===== src/design/clt_pkg.sv =====
// Shared types and constants for the command-line tokenizer.
package clt_pkg;

  // Result kinds.
  localparam logic [1:0] KIND_BYTE      = 2'd0;
  localparam logic [1:0] KIND_END_TOKEN = 2'd1;
  localparam logic [1:0] KIND_END_LINE  = 2'd2;
  localparam logic [1:0] KIND_DISCARD   = 2'd3;

  // Characters with a special meaning on a line.
  localparam logic [7:0] CHAR_NUL       = 8'h00;
  localparam logic [7:0] CHAR_LF        = 8'h0A;
  localparam logic [7:0] CHAR_CR        = 8'h0D;
  localparam logic [7:0] CHAR_SPACE     = 8'h20;
  localparam logic [7:0] CHAR_DQUOTE    = 8'h22;
  localparam logic [7:0] CHAR_SQUOTE    = 8'h27;
  localparam logic [7:0] CHAR_BACKSLASH = 8'h5C;

  // Line length limit after reset.
  localparam logic [9:0] LINE_LIMIT_RESET = 10'd64;

  // One result item.
  typedef struct packed {
    logic [1:0] kind;
    logic [7:0] value;
    logic       last;
  } clt_res_t;

  // Results produced by one accepted byte, in order.
  typedef struct packed {
    logic [1:0] cnt;
    clt_res_t   r0;
    clt_res_t   r1;
  } clt_push_t;

endpackage


===== src/design/clt_core.sv =====
// Tokenizer line state and the results caused by each incoming byte.
module clt_core (
  input  logic              clk,
  input  logic              rst_n,
  input  logic              take,
  input  logic [7:0]        rx_byte,
  input  logic [9:0]        line_limit,
  output clt_pkg::clt_push_t push
);
  import clt_pkg::*;

  localparam logic [1:0] QUOTE_NONE   = 2'd0;
  localparam logic [1:0] QUOTE_DOUBLE = 2'd1;
  localparam logic [1:0] QUOTE_SINGLE = 2'd2;

  logic [9:0]  line_count_r, line_count_nxt;
  logic [1:0]  quote_kind_r, quote_kind_nxt;
  logic        escape_r, escape_nxt;
  logic        tok_r, tok_nxt;
  logic        cut_r, cut_nxt;
  logic [10:0] count_inc;
  logic [1:0]  quote_id;
  logic        is_quote;

  assign count_inc = {1'b0, line_count_r} + 11'd1;
  assign is_quote  = (rx_byte == CHAR_DQUOTE) || (rx_byte == CHAR_SQUOTE);
  assign quote_id  = (rx_byte == CHAR_DQUOTE) ? QUOTE_DOUBLE : QUOTE_SINGLE;

  // Next line state and the results for the byte on the input.
  always_comb begin
    line_count_nxt = line_count_r;
    quote_kind_nxt = quote_kind_r;
    escape_nxt     = escape_r;
    tok_nxt        = tok_r;
    cut_nxt        = cut_r;
    push           = '0;

    if (count_inc > {1'b0, line_limit}) begin
      // Overlong line: drop the byte and start afresh.
      line_count_nxt = '0;
      quote_kind_nxt = QUOTE_NONE;
      escape_nxt     = 1'b0;
      tok_nxt        = 1'b0;
      cut_nxt        = 1'b0;
      push.cnt       = 2'd1;
      push.r0.kind   = KIND_DISCARD;
    end else if (rx_byte == CHAR_LF || rx_byte == CHAR_CR) begin
      // Terminator closes any open token, then the line.
      if (!cut_r && tok_r) begin
        push.cnt     = 2'd2;
        push.r0.kind = KIND_END_TOKEN;
        push.r1.kind = KIND_END_LINE;
      end else begin
        push.cnt     = 2'd1;
        push.r0.kind = KIND_END_LINE;
      end
      line_count_nxt = '0;
      quote_kind_nxt = QUOTE_NONE;
      escape_nxt     = 1'b0;
      tok_nxt        = 1'b0;
      cut_nxt        = 1'b0;
    end else begin
      line_count_nxt = count_inc[9:0];
      if (cut_r) begin
        // Content already ended; the byte is only counted.
      end else if (rx_byte == CHAR_NUL) begin
        if (tok_r) begin
          push.cnt     = 2'd1;
          push.r0.kind = KIND_END_TOKEN;
        end
        tok_nxt        = 1'b0;
        cut_nxt        = 1'b1;
        quote_kind_nxt = QUOTE_NONE;
        escape_nxt     = 1'b0;
      end else if (escape_r) begin
        escape_nxt    = 1'b0;
        tok_nxt       = 1'b1;
        push.cnt      = 2'd1;
        push.r0.kind  = KIND_BYTE;
        push.r0.value = rx_byte;
      end else if (rx_byte == CHAR_BACKSLASH) begin
        escape_nxt = 1'b1;
      end else if (rx_byte == CHAR_SPACE && quote_kind_r == QUOTE_NONE) begin
        if (tok_r) begin
          push.cnt     = 2'd1;
          push.r0.kind = KIND_END_TOKEN;
        end
        tok_nxt = 1'b0;
      end else if (is_quote && quote_kind_r == QUOTE_NONE && !tok_r) begin
        quote_kind_nxt = quote_id;
      end else if (is_quote && quote_kind_r == quote_id) begin
        if (tok_r) begin
          push.cnt     = 2'd1;
          push.r0.kind = KIND_END_TOKEN;
        end
        tok_nxt        = 1'b0;
        quote_kind_nxt = QUOTE_NONE;
      end else begin
        tok_nxt       = 1'b1;
        push.cnt      = 2'd1;
        push.r0.kind  = KIND_BYTE;
        push.r0.value = rx_byte;
      end
    end

    // Mark the final result of this byte.
    push.r0.last = (push.cnt == 2'd1);
    push.r1.last = (push.cnt == 2'd2);
  end

  // Line state advances only when a byte is taken.
  always_ff @(posedge clk) begin
    if (!rst_n) begin
      line_count_r <= '0;
      quote_kind_r <= QUOTE_NONE;
      escape_r     <= 1'b0;
      tok_r        <= 1'b0;
      cut_r        <= 1'b0;
    end else if (take) begin
      line_count_r <= line_count_nxt;
      quote_kind_r <= quote_kind_nxt;
      escape_r     <= escape_nxt;
      tok_r        <= tok_nxt;
      cut_r        <= cut_nxt;
    end
  end

endmodule


===== src/design/command_line_tokenizer_top.sv =====
// Top level of the command-line tokenizer: configuration, tokenizer core and result queue.
//
// Received bytes enter on the in_ channel (in_valid, in_stall, in_rx_byte) and are split
// into lines on CR or LF and into space-separated, optionally quoted tokens. Results leave
// on the out_ channel (out_valid, out_stall, out_kind, out_value, out_last): token bytes,
// end of token, end of line and line discarded, with out_last on the final result of
// each input byte. The line length limit is written on the cfg_ channel (cfg_valid,
// cfg_ready, cfg_line_limit); cfg_ready is always high and the limit should only change
// while no request is in flight.
// The results of each accepted byte reach the four-entry result queue at the edge that
// accepts it, so the first result is in the queue from the cycle after acceptance. While
// in_stall stays low, a byte with one result sustains one byte per cycle; a terminator
// that also closes a token gives two results, which the queue absorbs.
// in_stall rises when fewer than two queue entries are free, so a stalled receiver holds
// the head result steady. in_stall comes from the registered fill count only, so it rises
// in the cycle after the queue passes two entries and never follows out_stall directly.
// Synchronous reset empties the queue, clears all line state and sets the limit to 64.
module command_line_tokenizer_top (
  input  logic       clk,
  input  logic       rst_n,
  input  logic       in_valid,
  output logic       in_stall,
  input  logic [7:0] in_rx_byte,
  output logic       out_valid,
  input  logic       out_stall,
  output logic [1:0] out_kind,
  output logic [7:0] out_value,
  output logic       out_last,
  input  logic       cfg_valid,
  output logic       cfg_ready,
  input  logic [9:0] cfg_line_limit
);
  import clt_pkg::*;

  logic [9:0]  line_limit_r;
  clt_res_t    queue_r [4];
  logic [1:0]  wr_ptr_r, wr_ptr_nxt;
  logic [1:0]  rd_ptr_r, rd_ptr_nxt;
  logic [2:0]  fill_r, fill_nxt;
  logic        in_take;
  logic        out_take;
  clt_push_t   push;
  logic [1:0]  push_cnt;

  // Configuration register.
  assign cfg_ready = 1'b1;

  always_ff @(posedge clk) begin
    if (!rst_n) begin
      line_limit_r <= LINE_LIMIT_RESET;
    end else if (cfg_valid && cfg_ready) begin
      line_limit_r <= cfg_line_limit;
    end
  end

  // Handshakes: accept only with room for two results.
  assign in_stall  = (fill_r > 3'd2);
  assign in_take   = in_valid && !in_stall;
  assign out_valid = (fill_r != 3'd0);
  assign out_take  = out_valid && !out_stall;

  clt_core u_core (
    .clk        (clk),
    .rst_n      (rst_n),
    .take       (in_take),
    .rx_byte    (in_rx_byte),
    .line_limit (line_limit_r),
    .push       (push)
  );

  assign push_cnt = in_take ? push.cnt : 2'd0;

  // Queue pointer and fill bookkeeping.
  always_comb begin
    wr_ptr_nxt = wr_ptr_r + push_cnt;
    rd_ptr_nxt = rd_ptr_r + {1'b0, out_take};
    fill_nxt   = fill_r + {1'b0, push_cnt} - {2'b00, out_take};
  end

  always_ff @(posedge clk) begin
    if (!rst_n) begin
      wr_ptr_r <= '0;
      rd_ptr_r <= '0;
      fill_r   <= '0;
    end else begin
      wr_ptr_r <= wr_ptr_nxt;
      rd_ptr_r <= rd_ptr_nxt;
      fill_r   <= fill_nxt;
    end
  end

  // Result storage, up to two entries written per accepted byte.
  always_ff @(posedge clk) begin
    if (push_cnt != 2'd0) begin
      queue_r[wr_ptr_r] <= push.r0;
    end
    if (push_cnt == 2'd2) begin
      queue_r[wr_ptr_r + 2'd1] <= push.r1;
    end
  end

  // Head of the queue drives the result channel.
  assign out_kind  = queue_r[rd_ptr_r].kind;
  assign out_value = queue_r[rd_ptr_r].value;
  assign out_last  = queue_r[rd_ptr_r].last;

endmodule


===== config.mk =====
export PLATFORM = sky130hd
export DESIGN_NAME = command_line_tokenizer_top
export DESIGN_NICKNAME = d
export VERILOG_FILES = /design/src/design/clt_pkg.sv /design/src/design/clt_core.sv /design/src/design/command_line_tokenizer_top.sv
export SDC_FILE = /design/constraint.sdc
export NUM_CORES = 1
export LEC_CHECK = 0
export ABC_AREA = 1
export BUFFER_PORTS_ARGS = -buffer_cell sky130_fd_sc_hd__buf_2
export CAP_MARGIN = 20
export CORE_MARGIN = 1
export CORE_UTILIZATION = 62
export CTS_BUF_LIST = sky130_fd_sc_hd__clkbuf_2 sky130_fd_sc_hd__clkbuf_4 sky130_fd_sc_hd__clkbuf_8
export CTS_CLUSTER_DIAMETER = 100
export CTS_CLUSTER_SIZE = 16
export DETAILED_ROUTE_END_ITERATION = 10
export PLACE_DENSITY = 0.85
export SLEW_MARGIN = 20
export SYNTH_ARGS = -nofsm -noshare
export SYNTH_HDL_FRONTEND = slang
export SYNTH_SLANG_ARGS = --single-unit

===== constraint.sdc =====
create_clock -name clk -period 4.47 [get_ports clk]
set_input_delay 0.894 -clock clk [delete_from_list [all_inputs] [get_ports clk]]
set_output_delay 0.894 -clock clk [all_outputs]
set_load 0.1 [all_outputs]

Yosys cells after proc, flatten, opt, wreduce, memory -nomap -nowiden
Memory sizes are Yosys's and may differ from the RTL's. A register that Yosys moved wholly into a read port is not among the register bits.
Cells that the tools add are included.
- register bits: 32
- memory bits (writable): 44
- word-level logic and storage cells: 111
- memories: 1
- add/sub/neg operators: 6
- magnitude comparators: 2
- equal/unequal tests: 16
- multiplexer cells: 56
- reductions and logical operators: 21
- memories (memory ; words ; bits a word ; read ports ; clocked after memory_dff ; wr ports ; line ; text):
    queue_r ; 4 ; 11 ; 1 ; 1 ; 2 ; command_line_tokenizer_top.sv:36 ; clt_res_t queue_r [4];
- operators with widths (kind ; count):
    8-bit two-way mux ; 5
    12-bit two-way mux ; 3
    2-bit two-way mux ; 15
    8-bit by 6-bit equality test with 1-bit output (second input constant) ; 3
    1-bit two-way mux ; 23
    10-bit two-way mux ; 2
    4-bit two-way mux ; 5
    8-bit by 4-bit equality test with 1-bit output (second input constant) ; 2
    10-bit by 1-bit adder with 11-bit output (second input constant) ; 1
    11-bit by 10-bit > comparator with 1-bit output ; 1
    11-bit two-way mux ; 1
    8-bit by 7-bit equality test with 1-bit output (second input constant) ; 1
    8-bit logical NOT ; 1
    4-bit by 1-bit inequality test with 1-bit output (second input constant) ; 2
    1-bit logical AND ; 7
    3-bit two-way mux ; 2
    6-bit by 1-bit inequality test with 1-bit output (second input constant) ; 1
    6-bit AND reduction ; 1
    5-bit by 1-bit inequality test with 1-bit output (second input constant) ; 1
    5-bit nonzero test ; 1
    2-bit equality test (second input constant) ; 2
    1-bit logical NOT ; 4
    4-bit inequality test (second input constant) ; 1
    4-bit AND reduction ; 1
    14 further kinds ; 15

Logic depth before layout (Yosys ltp)
- depth in word-level cells: 17
- depth in mapped cells: 26
- gate-level depth less buffers: 26

By module
Synthesis repeated with hierarchy kept, for this count alone.
- cell total of the unflattened synthesis: 634
- area, all modules: 4847.1 um^2
- modules (own cells, without submodules) (module ; instances ; cells each ; area each (um^2)):
    command_line_tokenizer_top ; 1 ; 384 ; 3286.9
    clt_core ; 1 ; 250 ; 1560.2

Least setup slack after synthesis
Ideal clock, no wire load.
- kind: flip-flop to flip-flop
- from: register u_core.line_count_r[0]
- to: register fill_r[2]
- arrival: 3.274 ns
- required time: 4.342 ns
- slack: 1.068 ns
- stages on the path, launching flop included: 25
- path buffers: 0
- clock period less this slack: 3.402 ns
- path through: dfxtp_1 > ha_1 > nand2_1 > nor2_2 > nand3_2 > nor3_2 > xor2_1 > inv_1 > ha_1 > a21o_1 > a21oi_1 > nand2_1 > nand2_1 > nand2_2 > nor2_2 > nand2_2 > nand2_2 > ha_1 > inv_1 > ha_1 > inv_1 > fa_1 > xor2_1 > inv_1 > nor2_1
- longest elaborated chain between the ends: 6
- ends and longest elaborated chain (what ; line ; text):
    start: declaration ; clt_core.sv:16 ; logic [9:0] line_count_r, line_count_nxt;
    start signal: assignment ; clt_core.sv:120 ; line_count_r <= line_count_nxt;
    10-bit by 1-bit adder with 11-bit output ; clt_core.sv:25 ; assign count_inc = {1'b0, line_count_r} + 11'd1;
    11-bit by 10-bit > comparator with 1-bit output ; clt_core.sv:38 ; if (count_inc > {1'b0, line_limit}) begin
    4-bit two-way mux ; clt_core.sv:38 ;
    2-bit two-way mux ; command_line_tokenizer_top.sv:71 ; assign push_cnt = in_take ? push.cnt : 2'd0;
    3-bit by 2-bit adder with 3-bit output ; command_line_tokenizer_top.sv:77 ; fill_nxt = fill_r + {1'b0, push_cnt} - {2'b00, out_take};
    3-bit by 1-bit subtractor with 3-bit output ; command_line_tokenizer_top.sv:77 ;
    end signal: assignment ; command_line_tokenizer_top.sv:88 ; fill_r <= fill_nxt;
    end: declaration ; command_line_tokenizer_top.sv:39 ; logic [2:0] fill_r, fill_nxt;
No other way between the ends.
A chain may end at the register's enable or synchronous reset.

Worst setup path in the final report
Ends and elaborated chain as after synthesis.

==> run_results.csv <==
group,metric,value,unit
worst_setup_path,crit_path_end_kind,"register",
routing,top_layer,"met4",
routing,viasPerCell,5.62,
final_layout,antenna_cells,0,
synth,synth_top_area_share,0.321,
sta,final.setup_skew,0.0133,ns
pwr,power.leakage,2.39,nW
final_layout,regArea,0.00160,mm^2
worst_setup_path,crit_family,"adder cells",
routing,drt-met1-wl,4290,um
sta,clock.fmax,271,MHz
worst_setup_path,crit_type,"register to register",
global_routing,grt_max_degree,46,
place,dp_slack,0.800,ns
hold_path,hold_depth,2,
synth,yosys_warnings,0,
global_routing,grt_pass1_vias,3894,
routing,vias,4131,
synth,synth_area_leaders,"dfxtp_1, nand2_1, nor2_1, a21oi_1, inv_1",
sta,post-route-period-util,0.825,
sta,fin_crit,3.69,ns
clocking,postCtsSetupRepairBufs,0,
final_layout,design_area,0.00465,mm^2
place,place_area,0.00442,mm^2
synth,synth_simple_gate_area_share,0.302,
die,std_cell_rows,29,
sta,hold_viol,0,
die,fp.dieW,84.8,um
synth,ys_ff_latch,76,
routing,dr.pass1.iters,7,
hold_path,hold_path.class,"register to register",
sta,final-setup-viol-count,0,
die,io-pin-count,37,
routing,wl_met3,513,um
synth,synth_compound_area_frac,0.151,
sta,worstMarginPinSlew,0.738,ns
global_routing,grt_pass1_wl,17200,um
clocking,cts_sinks,76,
clocking,cts_htree_levels,3,
clocking,root_buffer,"clkbuf_8",
synth,synth.mux.area_fraction,0,
pwr,power.density,674,mW/mm^2
final_layout,fill_cells,545,
clocking,ctsHoldBuffers,0,
clocking,cts_tree,"built",
pwr,vdd_ir_drop_max,0.345,mV
final_layout,drive_gt1_frac,0.109,
worst_setup_path,reg2reg_depth,24,
worst_setup_path,startpoint_type,"register",
clocking,cts_resized,0,
place,place_hpwl,6830,um
synth,synth_fa_ha_area_frac,0.0519,
final_layout,nets,693,
routing,route.met2.wl,4920,um
synth,synth_xor_area_frac,0.0247,
global_routing,antenna_found_initial,0,
routing,wire_per_inst,13.6,um
worst_setup_path,slowest_stage,"dfxtp_1",
clocking,clock_latency,0.36,ns
worst_setup_path,timing.critical_path.buf_inv,4,
routing,drtAntennaViolNets,0,
final_layout,multi_input_area,0.00225,mm^2
job,drv_cap,0,
synth,synth_top_family_by_area,"simple AND/OR/NAND/NOR gates",
synth,synth_area_leader_cell,"dfxtp_1",
synth,syn_area_per_cell,6.71,um^2
die,coreArea,0.00649,mm^2
clocking,clk_transition_reported_paths,0.08,ns
routing,finalWirelength,10000,um
sta,tns,0,ns
routing,first_iter_violations,225,
die,dieArea,0.00718,mm^2
worst_setup_path,crit_chain,"ha_1 -> nand2_1 -> nor2_2 -> nand3_2 -> nor3_2 -> xor2_1 -> inv_1 -> ha_1 -> a21o_1 -> a21oi_1 -> nand2_1 -> nand2_1 -> nand2_2 -> nor2_2 -> nand2_2 -> nand2_2 -> ha_1 -> inv_1 -> ha_1 -> inv_1 -> fa_1 -> xor2_1 -> inv_1 -> nor2_1",
worst_setup_path,slowest_delay,0.40,ns
final_layout,syn2layout_area_growth,9.40,%
die,initial_utilization,0.654,
die,dieHeight,84.8,um
worst_setup_path,crit_fanout,5,
clocking,clockBufferDepth,2,
synth,ys_seq_area_frac,0.377,
run_status,status,"finished clean",
synth,netlist_area,0.00425,mm^2
clocking,cts_buffers,9,
global_routing,grt.total_usage,0.301,
worst_setup_path,crit_cells,24,
place,globalplace.congestion,0.904,
routing,drc,0,
sta,rsz0062_at_grt,"no",
worst_setup_path,cp.required,4.71,ns
synth,syn_inst,633,
sta,drv_slew,0,
place,io_buffers,35,
sta,hold_slack,0.471,ns
sta,setup_ws,0.784,ns
synth,synth_cell_types,34,
sta,max_slew_margin,0.508,
synth,syn_nets,673,
worst_setup_path,critical_path_arrival,3.92,ns
global_routing,grt_overflow,0,
[cell usage in the layout, fill, tap and decap left out, drive strengths merged]
master / instances
a21oi: 61
o21ai: 47
ha: 16
and3: 1
inv: 69
a21o: 2
buf: 39
a211oi: 1
xnor2: 3
clkbuf: 12
nor4: 1
bufinv: 2
fa: 1
or2: 1
nor3: 7
nand2: 140
nand3: 42
xor2: 9
dfxtp: 68
conb: 1
o211ai: 1
nor2: 102
nand4: 10
edfxtp: 8
clkinv: 3
o22ai: 11
[cell usage after synthesis, drive strengths merged]
cell type and n:
a211oi 1, a21o 2, a21oi 61, and3 1, buf 8, clkbuf 22
clkinv 1, conb 1, dfxtp 68, edfxtp 8, fa 1, ha 16
inv 69, nand2 140, nand3 42, nand4 10, nor2 102, nor3 7
nor4 1, o211ai 1, o21ai 47, o22ai 11, or2 1, xnor2 3
xor2 9
[worst paths after layout]
path                                       start                      endpoint  slack (ns)
max          u_core.line_count_r[0]$_SDFFE_PN0P_          fill_r[2]$_SDFF_PN0_        0.78
max reg2reg  u_core.line_count_r[0]$_SDFFE_PN0P_          fill_r[2]$_SDFF_PN0_        0.78
min reg2reg         line_limit_r[2]$_SDFFE_PN0P_  line_limit_r[2]$_SDFFE_PN0P_        0.47
min                 line_limit_r[2]$_SDFFE_PN0P_  line_limit_r[2]$_SDFFE_PN0P_        0.47
[final cells by class]
| class | count | area share |
|---|---|---|
| Tap cell | 77 | 0.0207 |
| Timing Repair Buffer | 39 | 0.0442 |
| Sequential cell | 76 | 0.345 |
| Clock inverter | 4 | 0.0159 |
| Multi-Input combinational cell | 457 | 0.485 |
| Inverter | 70 | 0.0566 |
| Clock buffer | 12 | 0.0329 |
[layer usage]
layer | global-route usage | up-vias
met5 | 0 | -
met4 | 0.180 | 0
met3 | 0.0462 | 29
met2 | 0.515 | 139
met1 | 0.359 | 1872
li1 | - | 2091
[sequential cells by signal, summed over array words and instances (netlist names)]
| name | flops |
|---|---|
| fill_r | 3 |
| line_limit_r | 10 |
| queue_r | 44 |
| rd_ptr_r | 2 |
| u_core.cut_r | 1 |
| u_core.escape_r | 1 |
| u_core.line_count_r | 10 |
| u_core.quote_kind_r | 2 |
| u_core.tok_r | 1 |
| wr_ptr_r | 2 |
[where the power goes]
part	internal, mW	leakage [nW]	switching (mW)
logic	0.326	1.64	1.18
clock network	0.343	0.117	0.261
registers	0.905	0.638	0.116
[stage by stage]
step / power (mW) / util / std cells
floorplan: 2.28 / - / 633
CTS: 3.12 / 0.715 / 735
detailed placement: 2.53 / 0.680 / 719
finish: 3.13 / 0.715 / 735
global route: 3.30 / 0.715 / 735
global placement: 2.49 / 0.680 / 719
[worst register-to-register path, cell delays in order (launching register included)]
cell     delay, ns
dfxtp_1       0.40
ha_1          0.21
nand2_1       0.08
nor2_2        0.14
nand3_2       0.10
nor3_2        0.16
xor2_1        0.16
inv_1         0.07
ha_1          0.29
a21o_1        0.16
a21oi_1       0.11
nand2_1       0.06
nand2_1       0.06
nand2_2       0.09
nor2_2        0.21
nand2_2       0.10
nand2_2       0.10
ha_1          0.23
inv_1         0.05
ha_1          0.12
inv_1         0.04
fa_1          0.37
xor2_1        0.17
inv_1         0.06
nor2_1        0.03
[cell families after synthesis]
| kind of cell | count (synthesis) |
|---|---|
| DFF | 76 |
| other | 1 |
| xor gates and xnor gates | 12 |
| adders and majority gates | 17 |
| AOI/OAI and AO/OA | 123 |
| and+or+nand+nor | 304 |
| buffers and inverters | 100 |
Note: power is estimated with default switching activity, not from simulation.
